$ cat src/hw/rtl/pfsp_pkg.sv
// Shared types and constants for the playback frame step pacer.
// Used by the channel interfaces and the pacer top level; no dependencies.
package pfsp_pkg;

	// Payload widths
	localparam int OP_W    = 4;
	localparam int VAL_W   = 12;
	localparam int TIME_W  = 32;
	localparam int MODE_W  = 2;
	localparam int SPEED_W = 8;
	localparam int STEP_W  = 9;

	// Configuration widths and register indexes
	localparam int FPS_W    = 18;
	localparam int LIM_W    = 7;
	localparam int CFG_W    = 18;
	localparam int CFG_IDX_W = 2;

	localparam logic [CFG_IDX_W-1:0] CFG_FPS       = 2'd0;
	localparam logic [CFG_IDX_W-1:0] CFG_MAX_SPEED = 2'd1;
	localparam logic [CFG_IDX_W-1:0] CFG_MIN_SPEED = 2'd2;

	localparam logic [FPS_W-1:0] FPS_RESET       = 18'd25000;
	localparam logic [LIM_W-1:0] MAX_SPEED_RESET = 7'd40;
	localparam logic [LIM_W-1:0] MIN_SPEED_RESET = 7'd1;

	// Request opcodes
	localparam logic [OP_W-1:0] OP_PLAY        = 4'd0;
	localparam logic [OP_W-1:0] OP_PAUSE       = 4'd1;
	localparam logic [OP_W-1:0] OP_STOP        = 4'd2;
	localparam logic [OP_W-1:0] OP_TOGGLE      = 4'd3;
	localparam logic [OP_W-1:0] OP_SET_SPEED   = 4'd4;
	localparam logic [OP_W-1:0] OP_ADJUST      = 4'd5;
	localparam logic [OP_W-1:0] OP_RESET_SPEED = 4'd6;
	localparam logic [OP_W-1:0] OP_RESET_CLOCK = 4'd7;
	localparam logic [OP_W-1:0] OP_EOF         = 4'd8;
	localparam logic [OP_W-1:0] OP_TICK        = 4'd9;

	// Run state codes
	localparam logic [MODE_W-1:0] MODE_STOPPED = 2'd0;
	localparam logic [MODE_W-1:0] MODE_PAUSED  = 2'd1;
	localparam logic [MODE_W-1:0] MODE_PLAYING = 2'd2;

	// Speed after reset: 1.0 in fifths
	localparam logic signed [SPEED_W-1:0] SPEED_RESET = 8'sd5;
	localparam int SPEED_MAG_MAX = 127;

	// Frame debt counts 1 us * 1 mHz * 1 fifth; one frame is 5e9 of those
	localparam longint unsigned DEBT_PER_FRAME = 64'd5000000000;
	localparam int DEBT_W = 33;
	localparam longint unsigned FPS_MAX = 64'd262143;

	localparam logic [STEP_W-1:0] STEP_MAX = 9'd511;

	localparam int ELAPSED_LIMIT_US_DEF = 100000;

endpackage

$ cat src/hw/rtl/pfsp_in_if.sv
// Request channel of the frame step pacer: valid/ready plus request payload.
// Depends on pfsp_pkg for field widths.
interface pfsp_in_if;
	logic                                  valid;
	logic                                  ready;
	logic [pfsp_pkg::OP_W-1:0]             op;
	logic signed [pfsp_pkg::VAL_W-1:0]     value_hundredths;
	logic [pfsp_pkg::TIME_W-1:0]           time_us;

	modport source (output valid, op, value_hundredths, time_us, input ready);
	modport sink   (input valid, op, value_hundredths, time_us, output ready);
endinterface

$ cat src/hw/rtl/pfsp_out_if.sv
// Result channel of the frame step pacer: valid/ready plus result payload.
// Depends on pfsp_pkg for field widths.
interface pfsp_out_if;
	logic                                  valid;
	logic                                  ready;
	logic [pfsp_pkg::MODE_W-1:0]           run_state;
	logic signed [pfsp_pkg::SPEED_W-1:0]   speed_fifths;
	logic [pfsp_pkg::STEP_W-1:0]           step_count;
	logic                                  step_backward;
	logic                                  state_event;
	logic                                  speed_event;
	logic                                  continuous_event;
	logic                                  continuous_value;

	modport source (output valid, run_state, speed_fifths, step_count, step_backward,
		state_event, speed_event, continuous_event, continuous_value, input ready);
	modport sink   (input valid, run_state, speed_fifths, step_count, step_backward,
		state_event, speed_event, continuous_event, continuous_value, output ready);
endinterface

$ cat src/hw/rtl/playback_frame_step_pacer.sv
// Playback frame step pacer top level: play/pause/stop sequencer and frame step pacing.
// Depends on pfsp_pkg, pfsp_in_if and pfsp_out_if.
//
// Usage:
//   cmd carries one request (op, value_hundredths, time_us); res returns exactly one
//   result per request: run state, signed speed in fifths, frame step count with
//   direction, and state / speed / continuous-play event flags.
//   cfg_we/cfg_index/cfg_wdata write frame rate, max and min speed; write only while idle.
// Sequencing:
//   A request is taken only while the sequencer is idle. Play/pause/stop/clock ops
//   and ticks that do nothing go from execute to the done step, where the result
//   register loads; speed ops pass a rounding multiply and a set step, and a tick
//   while playing at nonzero speed two multiplies building the new debt, a reciprocal
//   estimate of whole frames low by at most two, and fix-up cycles that each subtract
//   one more frame. The next request is accepted in the cycle after the result loads.
// Reset:
//   Stopped, speed 1.0, no frame debt, clock start 0, config at its reset values.
// Back-pressure:
//   The result register holds while res.ready is low; the next request can be
//   accepted and processed meanwhile, and waits in the last step for the slot.
module playback_frame_step_pacer #(
	parameter int ELAPSED_LIMIT_US = pfsp_pkg::ELAPSED_LIMIT_US_DEF
) (
	input  logic                               clk,
	input  logic                               arst_n,
	input  logic                               cfg_we,
	input  logic [pfsp_pkg::CFG_IDX_W-1:0]     cfg_index,
	input  logic [pfsp_pkg::CFG_W-1:0]         cfg_wdata,
	pfsp_in_if.sink                            cmd,
	pfsp_out_if.source                         res
);

	// Derived widths
	localparam int EL_W = $clog2(ELAPSED_LIMIT_US + 1);
	localparam int P1_W = EL_W + pfsp_pkg::FPS_W;
	localparam int P2_W = P1_W + pfsp_pkg::LIM_W;
	localparam longint unsigned ACC_MAX = pfsp_pkg::DEBT_PER_FRAME - 64'd1
		+ longint'(ELAPSED_LIMIT_US) * pfsp_pkg::FPS_MAX * pfsp_pkg::SPEED_MAG_MAX;
	localparam int ACC_W = $clog2(ACC_MAX + 1);
	localparam int FR_W  = ACC_W - pfsp_pkg::DEBT_W + 1;
	localparam int SAT_W = (FR_W > pfsp_pkg::STEP_W) ? FR_W : pfsp_pkg::STEP_W;
	localparam logic [pfsp_pkg::TIME_W-1:0] EL_LIMIT = pfsp_pkg::TIME_W'(ELAPSED_LIMIT_US);

	// Whole frames: top 24 bits of the debt times 2^ACC_W / 5e9 gives an estimate
	// at most two low; one frame is 9765625 << 9
	localparam int XH_W       = 24;
	localparam int XH_LSB     = ACC_W - XH_W;
	localparam int DEBT_SHIFT = 9;
	localparam int ODD_W      = 24;
	localparam logic [FR_W-1:0] DEBT_RECIP =
		FR_W'((64'd1 << ACC_W) / pfsp_pkg::DEBT_PER_FRAME);
	localparam logic [ODD_W-1:0] DEBT_ODD = ODD_W'(pfsp_pkg::DEBT_PER_FRAME >> DEBT_SHIFT);
	localparam logic [ACC_W-1:0] DEBT_FRAME = ACC_W'(pfsp_pkg::DEBT_PER_FRAME);

	// Speed rounding: hundredths -> fifths as ((|h| + 10) >> 2) / 5 via reciprocal
	localparam int H_W = 14;
	localparam int MAG_W = 13;
	localparam logic signed [H_W-1:0] SPEED_RESET_HUND = 14'sd100;
	localparam logic [MAG_W-1:0] ROUND_HALF = 13'd10;
	localparam logic [11:0] RECIP5 = 12'd3277;

	typedef enum logic [3:0] {
		ST_IDLE, ST_EXEC, ST_SPD_MUL, ST_SPD_SET, ST_MUL1, ST_MUL2,
		ST_QEST, ST_QMUL, ST_QSUB, ST_QFIX, ST_DONE
	} state_t;

	state_t state_q;

	// Configuration
	logic [pfsp_pkg::FPS_W-1:0] fps_q;
	logic [pfsp_pkg::LIM_W-1:0] max_q, min_q;

	// Architectural state
	logic [pfsp_pkg::MODE_W-1:0]         mode_q;
	logic signed [pfsp_pkg::SPEED_W-1:0] speed_q;
	logic [pfsp_pkg::DEBT_W-1:0]         debt_q;
	logic [pfsp_pkg::TIME_W-1:0]         clock_q;

	// Latched request
	logic [pfsp_pkg::OP_W-1:0]           op_q;
	logic signed [pfsp_pkg::VAL_W-1:0]   value_q;
	logic [pfsp_pkg::TIME_W-1:0]         time_q;

	// Working registers
	logic [MAG_W-1:0]       hmag_q;
	logic                   hneg_q;
	logic [7:0]             fround_q;
	logic [EL_W-1:0]        el_q;
	logic [P1_W-1:0]        p1_q;
	logic [ACC_W-1:0]       acc_q;
	logic [FR_W-1:0]        quo_q;
	logic [FR_W+ODD_W-1:0]  qd_q;

	// Per-request result bits
	logic                         ev_state_q, ev_speed_q, ev_cont_q, ev_cont_val_q;
	logic [pfsp_pkg::STEP_W-1:0]  steps_q;
	logic                         back_q;

	// Result register
	logic                                res_valid_q;
	logic [pfsp_pkg::MODE_W-1:0]         res_mode_q;
	logic signed [pfsp_pkg::SPEED_W-1:0] res_speed_q;
	logic [pfsp_pkg::STEP_W-1:0]         res_steps_q;
	logic                                res_back_q;
	logic                                res_ev_state_q, res_ev_speed_q;
	logic                                res_ev_cont_q, res_ev_cont_val_q;

	logic cmd_fire;
	logic res_load;
	assign cmd_fire  = cmd.valid && cmd.ready;
	assign cmd.ready = (state_q == ST_IDLE);
	assign res_load  = (state_q == ST_DONE) && (!res_valid_q || res.ready);

	// Requested speed in hundredths, sign and magnitude
	logic signed [H_W-1:0] spd14, val14, h_req, h_abs;
	always_comb begin
		spd14 = H_W'(speed_q);
		val14 = H_W'(value_q);
		if (op_q == pfsp_pkg::OP_SET_SPEED) begin
			h_req = val14;
		end else if (op_q == pfsp_pkg::OP_ADJUST) begin
			h_req = (spd14 <<< 4) + (spd14 <<< 2) + val14;
		end else begin
			h_req = SPEED_RESET_HUND;
		end
		h_abs = h_req[H_W-1] ? -h_req : h_req;
	end

	// Divide by 20 with rounding
	logic [MAG_W-1:0] h_round;
	logic [22:0]      recip_prod;
	always_comb begin
		h_round    = hmag_q + ROUND_HALF;
		recip_prod = h_round[MAG_W-1:2] * RECIP5;
	end

	// Clamp to max, zero below min, apply sign
	logic [7:0]                          f_clamp, f_final;
	logic signed [pfsp_pkg::SPEED_W-1:0] speed_new;
	always_comb begin
		f_clamp = (fround_q > {1'b0, max_q}) ? {1'b0, max_q} : fround_q;
		f_final = (f_clamp != 8'd0 && f_clamp < {1'b0, min_q}) ? 8'd0 : f_clamp;
		speed_new = hneg_q ? -f_final : f_final;
	end

	// Elapsed time since the clock start, capped
	logic [pfsp_pkg::TIME_W-1:0] el_diff, el_cap;
	always_comb begin
		el_diff = time_q - clock_q;
		el_cap  = (el_diff > EL_LIMIT) ? EL_LIMIT : el_diff;
	end

	// Speed magnitude and debt product
	logic [pfsp_pkg::LIM_W-1:0] speed_mag;
	logic [pfsp_pkg::SPEED_W-1:0] speed_abs;
	logic [P2_W-1:0] p2;
	always_comb begin
		speed_abs = speed_q[pfsp_pkg::SPEED_W-1] ? -speed_q : speed_q;
		speed_mag = speed_abs[pfsp_pkg::LIM_W-1:0];
		p2        = p1_q * speed_mag;
	end

	// Frame estimate, its debt back-product, fix-up compare and step saturation
	logic [XH_W+FR_W-1:0]        est_prod;
	logic [FR_W+ODD_W-1:0]       qd_next;
	logic                        fix_ge;
	logic [SAT_W-1:0]            quo_ext;
	logic [pfsp_pkg::STEP_W-1:0] steps_sat;
	always_comb begin
		est_prod  = acc_q[ACC_W-1:XH_LSB] * DEBT_RECIP;
		qd_next   = quo_q * DEBT_ODD;
		fix_ge    = (acc_q >= DEBT_FRAME);
		quo_ext   = SAT_W'(quo_q);
		steps_sat = (quo_ext > SAT_W'(pfsp_pkg::STEP_MAX)) ? pfsp_pkg::STEP_MAX
			: quo_ext[pfsp_pkg::STEP_W-1:0];
	end

	// Sequencer, state and result register
	always_ff @(posedge clk or negedge arst_n) begin
		if (!arst_n) begin
			state_q     <= ST_IDLE;
			fps_q       <= pfsp_pkg::FPS_RESET;
			max_q       <= pfsp_pkg::MAX_SPEED_RESET;
			min_q       <= pfsp_pkg::MIN_SPEED_RESET;
			mode_q      <= pfsp_pkg::MODE_STOPPED;
			speed_q     <= pfsp_pkg::SPEED_RESET;
			debt_q      <= '0;
			clock_q     <= '0;
			res_valid_q <= 1'b0;
		end else begin
			// config writes
			if (cfg_we) begin
				unique case (cfg_index)
					pfsp_pkg::CFG_FPS:       fps_q <= cfg_wdata[pfsp_pkg::FPS_W-1:0];
					pfsp_pkg::CFG_MAX_SPEED: max_q <= cfg_wdata[pfsp_pkg::LIM_W-1:0];
					pfsp_pkg::CFG_MIN_SPEED: min_q <= cfg_wdata[pfsp_pkg::LIM_W-1:0];
					default: ;
				endcase
			end

			// result slot: load from the done step, free when taken
			if (res_load) begin
				res_valid_q <= 1'b1;
			end else if (res.ready) begin
				res_valid_q <= 1'b0;
			end

			unique case (state_q)
				ST_IDLE: begin
					if (cmd_fire) begin
						op_q          <= cmd.op;
						value_q       <= cmd.value_hundredths;
						time_q        <= cmd.time_us;
						ev_state_q    <= 1'b0;
						ev_speed_q    <= 1'b0;
						ev_cont_q     <= 1'b0;
						ev_cont_val_q <= 1'b0;
						steps_q       <= '0;
						back_q        <= 1'b0;
						state_q       <= ST_EXEC;
					end
				end

				ST_EXEC: begin
					state_q <= ST_DONE;
					unique case (op_q)
						pfsp_pkg::OP_PLAY, pfsp_pkg::OP_PAUSE, pfsp_pkg::OP_TOGGLE,
						pfsp_pkg::OP_EOF: begin
							if (mode_q == pfsp_pkg::MODE_PLAYING) begin
								// pause path; plain play while playing does nothing
								if (op_q != pfsp_pkg::OP_PLAY) begin
									mode_q        <= pfsp_pkg::MODE_PAUSED;
									ev_cont_q     <= 1'b1;
									ev_cont_val_q <= 1'b0;
									ev_state_q    <= 1'b1;
								end
							end else if (op_q == pfsp_pkg::OP_PLAY ||
								op_q == pfsp_pkg::OP_TOGGLE) begin
								mode_q        <= pfsp_pkg::MODE_PLAYING;
								debt_q        <= '0;
								clock_q       <= time_q;
								ev_cont_q     <= 1'b1;
								ev_cont_val_q <= (speed_q > 0);
								ev_state_q    <= 1'b1;
							end
						end
						pfsp_pkg::OP_STOP: begin
							mode_q        <= pfsp_pkg::MODE_STOPPED;
							debt_q        <= '0;
							ev_cont_q     <= 1'b1;
							ev_cont_val_q <= 1'b0;
							ev_state_q    <= 1'b1;
						end
						pfsp_pkg::OP_SET_SPEED, pfsp_pkg::OP_ADJUST,
						pfsp_pkg::OP_RESET_SPEED: begin
							hmag_q  <= h_abs[MAG_W-1:0];
							hneg_q  <= h_req[H_W-1];
							state_q <= ST_SPD_MUL;
						end
						pfsp_pkg::OP_RESET_CLOCK: begin
							debt_q  <= '0;
							clock_q <= time_q;
						end
						pfsp_pkg::OP_TICK: begin
							if (mode_q == pfsp_pkg::MODE_PLAYING && speed_q != 0) begin
								el_q    <= el_cap[EL_W-1:0];
								clock_q <= time_q;
								state_q <= ST_MUL1;
							end
						end
						default: ;
					endcase
				end

				ST_SPD_MUL: begin
					fround_q <= recip_prod[21:14];
					state_q  <= ST_SPD_SET;
				end

				ST_SPD_SET: begin
					if (speed_new != speed_q) begin
						speed_q    <= speed_new;
						debt_q     <= '0;
						ev_speed_q <= 1'b1;
						if (mode_q == pfsp_pkg::MODE_PLAYING &&
							((speed_new > 0) != (speed_q > 0))) begin
							ev_cont_q     <= 1'b1;
							ev_cont_val_q <= (speed_new > 0);
						end
					end
					state_q <= ST_DONE;
				end

				ST_MUL1: begin
					p1_q    <= el_q * fps_q;
					state_q <= ST_MUL2;
				end

				ST_MUL2: begin
					acc_q   <= ACC_W'(debt_q) + ACC_W'(p2);
					state_q <= ST_QEST;
				end

				// whole frames, estimated low by at most two
				ST_QEST: begin
					quo_q   <= est_prod[XH_W+FR_W-1:XH_W];
					state_q <= ST_QMUL;
				end

				ST_QMUL: begin
					qd_q    <= qd_next;
					state_q <= ST_QSUB;
				end

				ST_QSUB: begin
					acc_q   <= acc_q - ACC_W'({qd_q, {DEBT_SHIFT{1'b0}}});
					state_q <= ST_QFIX;
				end

				// one more frame per cycle until the debt is below a frame
				ST_QFIX: begin
					if (fix_ge) begin
						acc_q <= acc_q - DEBT_FRAME;
						quo_q <= quo_q + 1'b1;
					end else begin
						debt_q <= acc_q[pfsp_pkg::DEBT_W-1:0];
						if (quo_q != '0) begin
							steps_q <= steps_sat;
							back_q  <= speed_q[pfsp_pkg::SPEED_W-1];
						end
						state_q <= ST_DONE;
					end
				end

				ST_DONE: begin
					if (res_load) begin
						res_mode_q        <= mode_q;
						res_speed_q       <= speed_q;
						res_steps_q       <= steps_q;
						res_back_q        <= back_q;
						res_ev_state_q    <= ev_state_q;
						res_ev_speed_q    <= ev_speed_q;
						res_ev_cont_q     <= ev_cont_q;
						res_ev_cont_val_q <= ev_cont_val_q;
						state_q           <= ST_IDLE;
					end
				end

				default: state_q <= ST_IDLE;
			endcase
		end
	end

	assign res.valid            = res_valid_q;
	assign res.run_state        = res_mode_q;
	assign res.speed_fifths     = res_speed_q;
	assign res.step_count       = res_steps_q;
	assign res.step_backward    = res_back_q;
	assign res.state_event      = res_ev_state_q;
	assign res.speed_event      = res_ev_speed_q;
	assign res.continuous_event = res_ev_cont_q;
	assign res.continuous_value = res_ev_cont_val_q;

endmodule
$ cat src/flat_wrapper.sv
// flat-port wrapper written by rule: the top's interface ports become plain ports
module playback_frame_step_pacer_flat 
#(
	parameter int ELAPSED_LIMIT_US = pfsp_pkg::ELAPSED_LIMIT_US_DEF
)
  (clk, arst_n, cfg_we, cfg_index, cfg_wdata, cmd_valid, cmd_op, cmd_value_hundredths, cmd_time_us, cmd_ready, res_valid, res_run_state, res_speed_fifths, res_step_count, res_step_backward, res_state_event, res_speed_event, res_continuous_event, res_continuous_value, res_ready);
  pfsp_in_if cmd_i ();
  pfsp_out_if res_i ();
  input  logic clk;
  input  logic arst_n;
  input  logic cfg_we;
  input  logic [pfsp_pkg::CFG_IDX_W-1:0] cfg_index;
  input  logic [pfsp_pkg::CFG_W-1:0] cfg_wdata;
  input wire logic [$bits(cmd_i.valid)-1:0] cmd_valid;
  input wire logic [$bits(cmd_i.op)-1:0] cmd_op;
  input wire logic [$bits(cmd_i.value_hundredths)-1:0] cmd_value_hundredths;
  input wire logic [$bits(cmd_i.time_us)-1:0] cmd_time_us;
  output wire logic [$bits(cmd_i.ready)-1:0] cmd_ready;
  output wire logic [$bits(res_i.valid)-1:0] res_valid;
  output wire logic [$bits(res_i.run_state)-1:0] res_run_state;
  output wire logic [$bits(res_i.speed_fifths)-1:0] res_speed_fifths;
  output wire logic [$bits(res_i.step_count)-1:0] res_step_count;
  output wire logic [$bits(res_i.step_backward)-1:0] res_step_backward;
  output wire logic [$bits(res_i.state_event)-1:0] res_state_event;
  output wire logic [$bits(res_i.speed_event)-1:0] res_speed_event;
  output wire logic [$bits(res_i.continuous_event)-1:0] res_continuous_event;
  output wire logic [$bits(res_i.continuous_value)-1:0] res_continuous_value;
  input wire logic [$bits(res_i.ready)-1:0] res_ready;
  assign cmd_i.valid = cmd_valid;
  assign cmd_i.op = cmd_op;
  assign cmd_i.value_hundredths = cmd_value_hundredths;
  assign cmd_i.time_us = cmd_time_us;
  assign cmd_ready = cmd_i.ready;
  assign res_valid = res_i.valid;
  assign res_run_state = res_i.run_state;
  assign res_speed_fifths = res_i.speed_fifths;
  assign res_step_count = res_i.step_count;
  assign res_step_backward = res_i.step_backward;
  assign res_state_event = res_i.state_event;
  assign res_speed_event = res_i.speed_event;
  assign res_continuous_event = res_i.continuous_event;
  assign res_continuous_value = res_i.continuous_value;
  assign res_i.ready = res_ready;
  playback_frame_step_pacer #(.ELAPSED_LIMIT_US(ELAPSED_LIMIT_US)) u_core (.clk(clk), .arst_n(arst_n), .cfg_we(cfg_we), .cfg_index(cfg_index), .cfg_wdata(cfg_wdata), .cmd(cmd_i), .res(res_i));
endmodule
$ cat config.mk
export PLATFORM = sky130hd
export DESIGN_NAME = playback_frame_step_pacer_flat
export DESIGN_NICKNAME = d
export VERILOG_FILES = /design/src/hw/rtl/pfsp_pkg.sv /design/src/hw/rtl/pfsp_in_if.sv /design/src/hw/rtl/pfsp_out_if.sv /design/src/hw/rtl/playback_frame_step_pacer.sv /design/src/flat_wrapper.sv
export SDC_FILE = /design/constraint.sdc
export NUM_CORES = 2
export LEC_CHECK = 0
export ABC_AREA = 1
export BUFFER_PORTS_ARGS = -buffer_cell sky130_fd_sc_hd__buf_2
export CAP_MARGIN = 5
export CORE_UTILIZATION = 60
export CTS_CLUSTER_DIAMETER = 200
export DETAILED_ROUTE_END_ITERATION = 12
export PLACE_DENSITY = 0.77
export SETUP_SLACK_MARGIN = 0.05
export SYNTH_ARGS = -nofsm -noshare
export SYNTH_HDL_FRONTEND = slang
export SYNTH_SLANG_ARGS = --single-unit
$ cat constraint.sdc
create_clock -name clk -period 8.4 [get_ports clk]
set_input_delay 2.52 -clock clk [delete_from_list [all_inputs] [get_ports clk]]
set_output_delay 2.52 -clock clk [all_outputs]
set_load 0.03 [all_outputs]
After elaboration in Yosys (flattened, before gate mapping)
Index checks and enable logic that the tools add are counted.
Widths: inputs -> output; s select.
{"block": "word_totals", "ff_bits": 357}
{"block": "classes", "n_addsub": 11, "mul": 5, "order_cmp": 7, "eq_ne": 42, "muxes": 59, "n_reduce_logical": 49}
{"op": "$mux 33", "count": 4}
{"op": "$pmux 42 s3", "count": 1}
{"op": "$pmux 33 s3", "count": 1}
{"op": "$mux 32", "count": 3}
{"op": "$pmux 32 s3", "count": 1}
{"op": "$pmux 33 s2", "count": 1}
{"op": "$pmux 4 s11", "count": 1}
{"op": "$add 33x42->42", "count": 1}
{"op": "$ge 42x33->1 const B", "count": 1}
{"op": "$mul 35x7->42", "count": 1}
{"op": "$mux 42", "count": 1}
{"op": "$sub 42x33->42 const B", "count": 1}
{"op": "$sub 42x42->42", "count": 1}
{"op": "$mux 9", "count": 4}
{"op": "$mul 17x18->35", "count": 1}
{"op": "$mul 24x10->34 const B", "count": 1}
{"op": "$mul 10x24->33 const B", "count": 1}
{"op": "$eq 4x3->1 const B", "count": 8}
{"op": "$gt 32x17->1 const B", "count": 1}
{"op": "$reduce_bool 32->1", "count": 1}
{"op": "$sub 32x32->32", "count": 1}
{"op": "$mux 14", "count": 2}
{"op": "$mux 8", "count": 3}
{"op": "$mul 11x12->22 const B", "count": 1}
{"op": "56 further kinds", "count": 131}

Depth between registers and ports, before layout
{"block": "depth", "ltp_word": 13, "depth_mapped": 37, "depth_no_buf": 36}

Worst setup path before layout
Ideal clock, no wire load.
{"block": "synth_path", "kind": "register -> register", "startpoint": "register u_core.speed_q[1] (netlist bit)", "endpoint": "register u_core.acc_q[30], data pin", "setup_time_ns": 0.267, "t_arrival_ns": 6.147, "required_time_ns": 8.133, "setup_slack_ns": 1.986, "path_stages_with_launch": 34, "period_less_slack_ns": 6.414, "path_cell_list": "dfrtp_1 -> inv_1 -> ha_1 -> inv_1 -> nor2_1 -> inv_1 -> nor3_1 -> inv_1 -> nand3_1 -> nand2_1 -> clkinv_1 -> clkbuf_1 -> nor2_1 -> fa_1 -> fa_1 -> fa_1 -> inv_1 -> fa_1 -> inv_1 -> ha_1 -> nand2_1 -> o21ai_0 -> a21oi_1 -> nor2_1 -> o21ai_0 -> nand2_1 -> a21oi_1 -> o21ai_0 -> a21oi_1 -> o21ai_0 -> a21oi_1 -> and2_1 -> o21ai_0 -> nand4_1"}
{"block": "synth_via", "elab_chain_len": 5}
{"element": "from (decl)", "line_no": "playback_frame_step_pacer.sv:75", "source": "logic signed [pfsp_pkg::SPEED_W-1:0] speed_q;"}
{"element": "from (signal assigned)", "line_no": "playback_frame_step_pacer.sv:186", "source": "speed_q <= pfsp_pkg::SPEED_RESET;"}
{"element": "from (signal assigned)", "line_no": "playback_frame_step_pacer.sv:282", "source": "speed_q <= speed_new;"}
{"element": "$neg 7->7", "line_no": "playback_frame_step_pacer.sv:158", "source": "speed_abs = speed_q[pfsp_pkg::SPEED_W-1] ? -speed_q : speed_q;"}
{"element": "$mux 7 *", "line_no": "playback_frame_step_pacer.sv:158"}
{"element": "$mul 35x7->42 *", "line_no": "playback_frame_step_pacer.sv:160", "source": "p2 = p1_q * speed_mag;"}
{"element": "$add 33x42->42 *", "line_no": "playback_frame_step_pacer.sv:300", "source": "acc_q <= ACC_W'(debt_q) + ACC_W'(p2);"}
{"element": "$pmux 42 s3 *", "line_no": "playback_frame_step_pacer.sv:208", "source": "unique case (state_q)"}
{"element": "to (signal assigned)", "line_no": "playback_frame_step_pacer.sv:300"}
{"element": "to (signal assigned)", "line_no": "playback_frame_step_pacer.sv:316", "source": "acc_q <= acc_q - ACC_W'({qd_q, {DEBT_SHIFT{1'b0}}});"}
{"element": "to (signal assigned)", "line_no": "playback_frame_step_pacer.sv:323", "source": "acc_q <= acc_q - DEBT_FRAME;"}
{"element": "to (decl)", "line_no": "playback_frame_step_pacer.sv:90", "source": "logic [ACC_W-1:0] acc_q;"}
Mark *: on every way between the ends. The rest lies on a longest branch, timed or not.
A chain may end at the register's enable or synchronous reset.

Worst setup path in the final report
Same ends and word-level chain as after synthesis.

==> summary.txt <==
Clocking
  – CTS tree: built
  – Post-cts sizing count: 0
  – H-Tree Depth: 2
  – CTS Buf Count: 41
  – Max clock buf depth: 3
  – CTS Hold Bufs: 0
  – Post-CTS Setup Inserts: 0
  – Clock insertion delay at the later pin of the skew report: 0.59 ns
  – Clock slew at reported path FFs: 0.06 ns
  – CTS sink count: 356
  – CTS root buffer: clkbuf_16

Die
  – # rows: 103
  – I/O pin total: 99
  – Die height: 285 µm
  – Die area: 0.0813 mm²
  – Die Width: 285 µm
  – Core ar.: 0.0791 mm²
  – Initial core utilization: 0.608

Min path
  – Worst min-delay path category: reg2reg
  – Hold depth: 0

Logic synthesis
  – Number of synthesized flops with an enable pin: 244
  – Syn Area/Cell: 8.53 µm²
  – Synth top area cells: fa_1, edfxtp_1, ha_1
  – Top cells by count, synth: inv_1, nand2_1, fa_1
  – Synth top area share: 0.268
  – Async S/R FF share, synth: 0.315
  – Post-Syn Nets: 6905
  – Post-Syn Area: 0.0481 mm²
  – Largest area contributor in the netlist: fa_1
  – YS warnings: 0
  – Most frequent cell after synthesis: inv_1
  – Cell count after synthesis: 5634
  – Ys flop type: edfxtp_1
  – Unique masters post-synth: 60
  – Synthesized flop and latch total: 356
  – Sequential element share of the synthesized area: 0.211

STA
  – Max Clock Freq: 134 MHz
  – Final hold viol count: 0
  – Final Max Slew Viols: 0
  – Final setup fails: 0
  – Max_slew headroom: 0.242
  – Final Cycle Share: 0.888
  – Post-Route Setup TNS: 0 ns
  – RSZ-0062 raised after global routing: false
  – Post-route minimum period: 7.46 ns
  – Tightest Pin Transition: 1.13 ns
  – Clock skew: 0.0249 ns

Finish
  – Ratio of cells with drive above 1 in the final layout: 0.0494
  – Final net count: 6949
  – Area delta synth->final: 6.26%
  – Antenna fix cells: 0

Route
  – Final WL: 120 mm
  – Drt pass-1 iters: 6
  – Antenna Nets Post-Route: 0
  – Vias: 37113
  – DR WL/cell: 17.7 µm
  – Vias per std cell: 5.49
  – 1st-iter DRT viols: 2565
  – # DRC: 0

Global route
  – Gr usage total: 0.303
  – First-pass GRT wire length: 197 mm
  – Largest net degree at the start of global routing: 64
  – Number of global-route vias before repair: 38877
  – Gr ovfl total: 0
  – Antenna violations before repair: 1

Worst setup path
  – Max Fanout on Critical Path: 13
  – Startpoint types: flop
  – Worst Setup End Kind: flop
  – Max incr delay on CP: 0.55 ns
  – Reg2reg path depth: 31
  – Crit Path Category: reg2reg
  – Worst EP required: 8.72 ns
  – Crit path top cell by count: o21ai_0
  – Worst EP arrival: 7.78 ns
  – Crit-path slowest cell: fa_1

Flow run
  – Max_cap viols: 0

Run status
  – Status: finished, final reports clean

Placed design
  – Number of port buffers: 98
  – Final HPWL DP: 97.1 mm
  – RD Place Congestion: 0.966
through the flow:
step	area (µm²)	instances	hold WS, ns	utilization	setup slack (ns)
global route	51100	6761	0.410	0.646	0.196
CTS	51100	6761	0.409	0.646	0.979
detailed placement	49600	6685	0.405	0.627	1.02
finish	51100	6761	0.409	0.646	0.939
global placement	49600	6685	0.402	0.627	1.11
floorplan	48100	5634	0.400	-	1.99
kinds of logic (layout without fill, tap and decap cells):
kind of cell	Yosys count	count (layout)	share of synthesized area
buffers and inverters	1513	1590	0.119
muxes	12	12	0.00281
xor gates and xnor gates	164	164	0.0299
DFF	356	356	0.211
AOI/OAI and AO/OA	697	697	0.0818
adders and majority gates	1198	1198	0.412
and+or+nand+nor	1694	1694	0.143
worst max-delay path, delay by kind of cell, from the launching register on:
family,cells,cell delay [ns]
buffers and inverters,6,0.84
AO/OA/AOI/OAI,11,2.12
flip-flops,1,0.49
adder cells (fa/ha/maj),6,2.57
AND/OR/NAND/NOR,8,1.19
layer usage:
layer / up-vias / GRT usage / share of wire
met5: - / 0 / 0.000092
met4: 2 / 0.103 / 0.034
met3: 251 / 0.0397 / 0.062
met2: 1199 / 0.527 / 0.50
met1: 18148 / 0.391 / 0.41
li1: 17513 / - / -
layout by cell type, fill, tap and decap left out, drive strengths merged, types with 11 or more instances in the layout:
cell type,n
a21o,19
a21oi,321
a31oi,26
buf,127
clkbuf,53
clkinv,16
dfrtp,101
dfstp,11
edfxtp,244
fa,644
ha,554
inv,1386
mux2,12
nand2,989
nand3,126
nand4,35
nor2,454
nor3,40
nor4,13
o211ai,34
o21a,19
o21ai,208
o21bai,11
or2,23
xnor2,59
xor2,105
sequential cells by signal, indices dropped and copies added (netlist names), 2 cells and up:
register and flops:
u_core.fps_q 18, u_core.res.step_count 9, u_core.clock_q 32, u_core.speed_q 8, u_core.res.speed_fifths 8, u_core.mode_q 2
u_core.min_q 7, u_core.hmag_q 12, u_core.fround_q 8, u_core.state_q 4, u_core.time_q 32, u_core.max_q 7
u_core.qd_q 33, u_core.quo_ext 10, u_core.debt_q 33, u_core.op_q 4, u_core.res.run_state 2, u_core.steps_q 9
u_core.el_q 17, u_core.p1_q 35, u_core.acc_q 42, u_core.value_q 12
area by class of cell:
| class | count | area (µm²) |
|---|---|---|
| multi-input cells | 3765 | 32300 |
| well taps | 1050 | 1310 |
| clock inverters | 23 | 337 |
| flip-flops and latches | 356 | 10100 |
| repair buffers | 127 | 711 |
| clock buffers | 53 | 1120 |
| fillers | 6611 | 28000 |
| inverters | 1387 | 5210 |
worst paths after layout:
| kind | from | endpoint | slack (ns) |
|---|---|---|---|
| min in group asynchronous | arst_n | u_core.fps_q[11]$_DFFE_PN0P_ | 1.88 |
| worst max register to register | u_core.speed_q[1]$_DFFE_PN0P_ | u_core.acc_q[30]$_DFFE_PP_ | 0.94 |
| worst max-delay path | u_core.speed_q[1]$_DFFE_PN0P_ | u_core.acc_q[30]$_DFFE_PP_ | 0.94 |
| worst min-delay path | u_core.steps_q[6]$_SDFFCE_PN0P_ | u_core.res.step_count[6]$_DFFE_PP_ | 0.41 |
| max in group asynchronous | arst_n | u_core.debt_q[29]$_DFFE_PN0P_ | 5.35 |
| worst min register to register | u_core.steps_q[6]$_SDFFCE_PN0P_ | u_core.res.step_count[6]$_DFFE_PP_ | 0.41 |
Power is left out: the tool's default activity adds up to more than one toggle a clock period on the data nets, which glitch-free logic cannot reach.
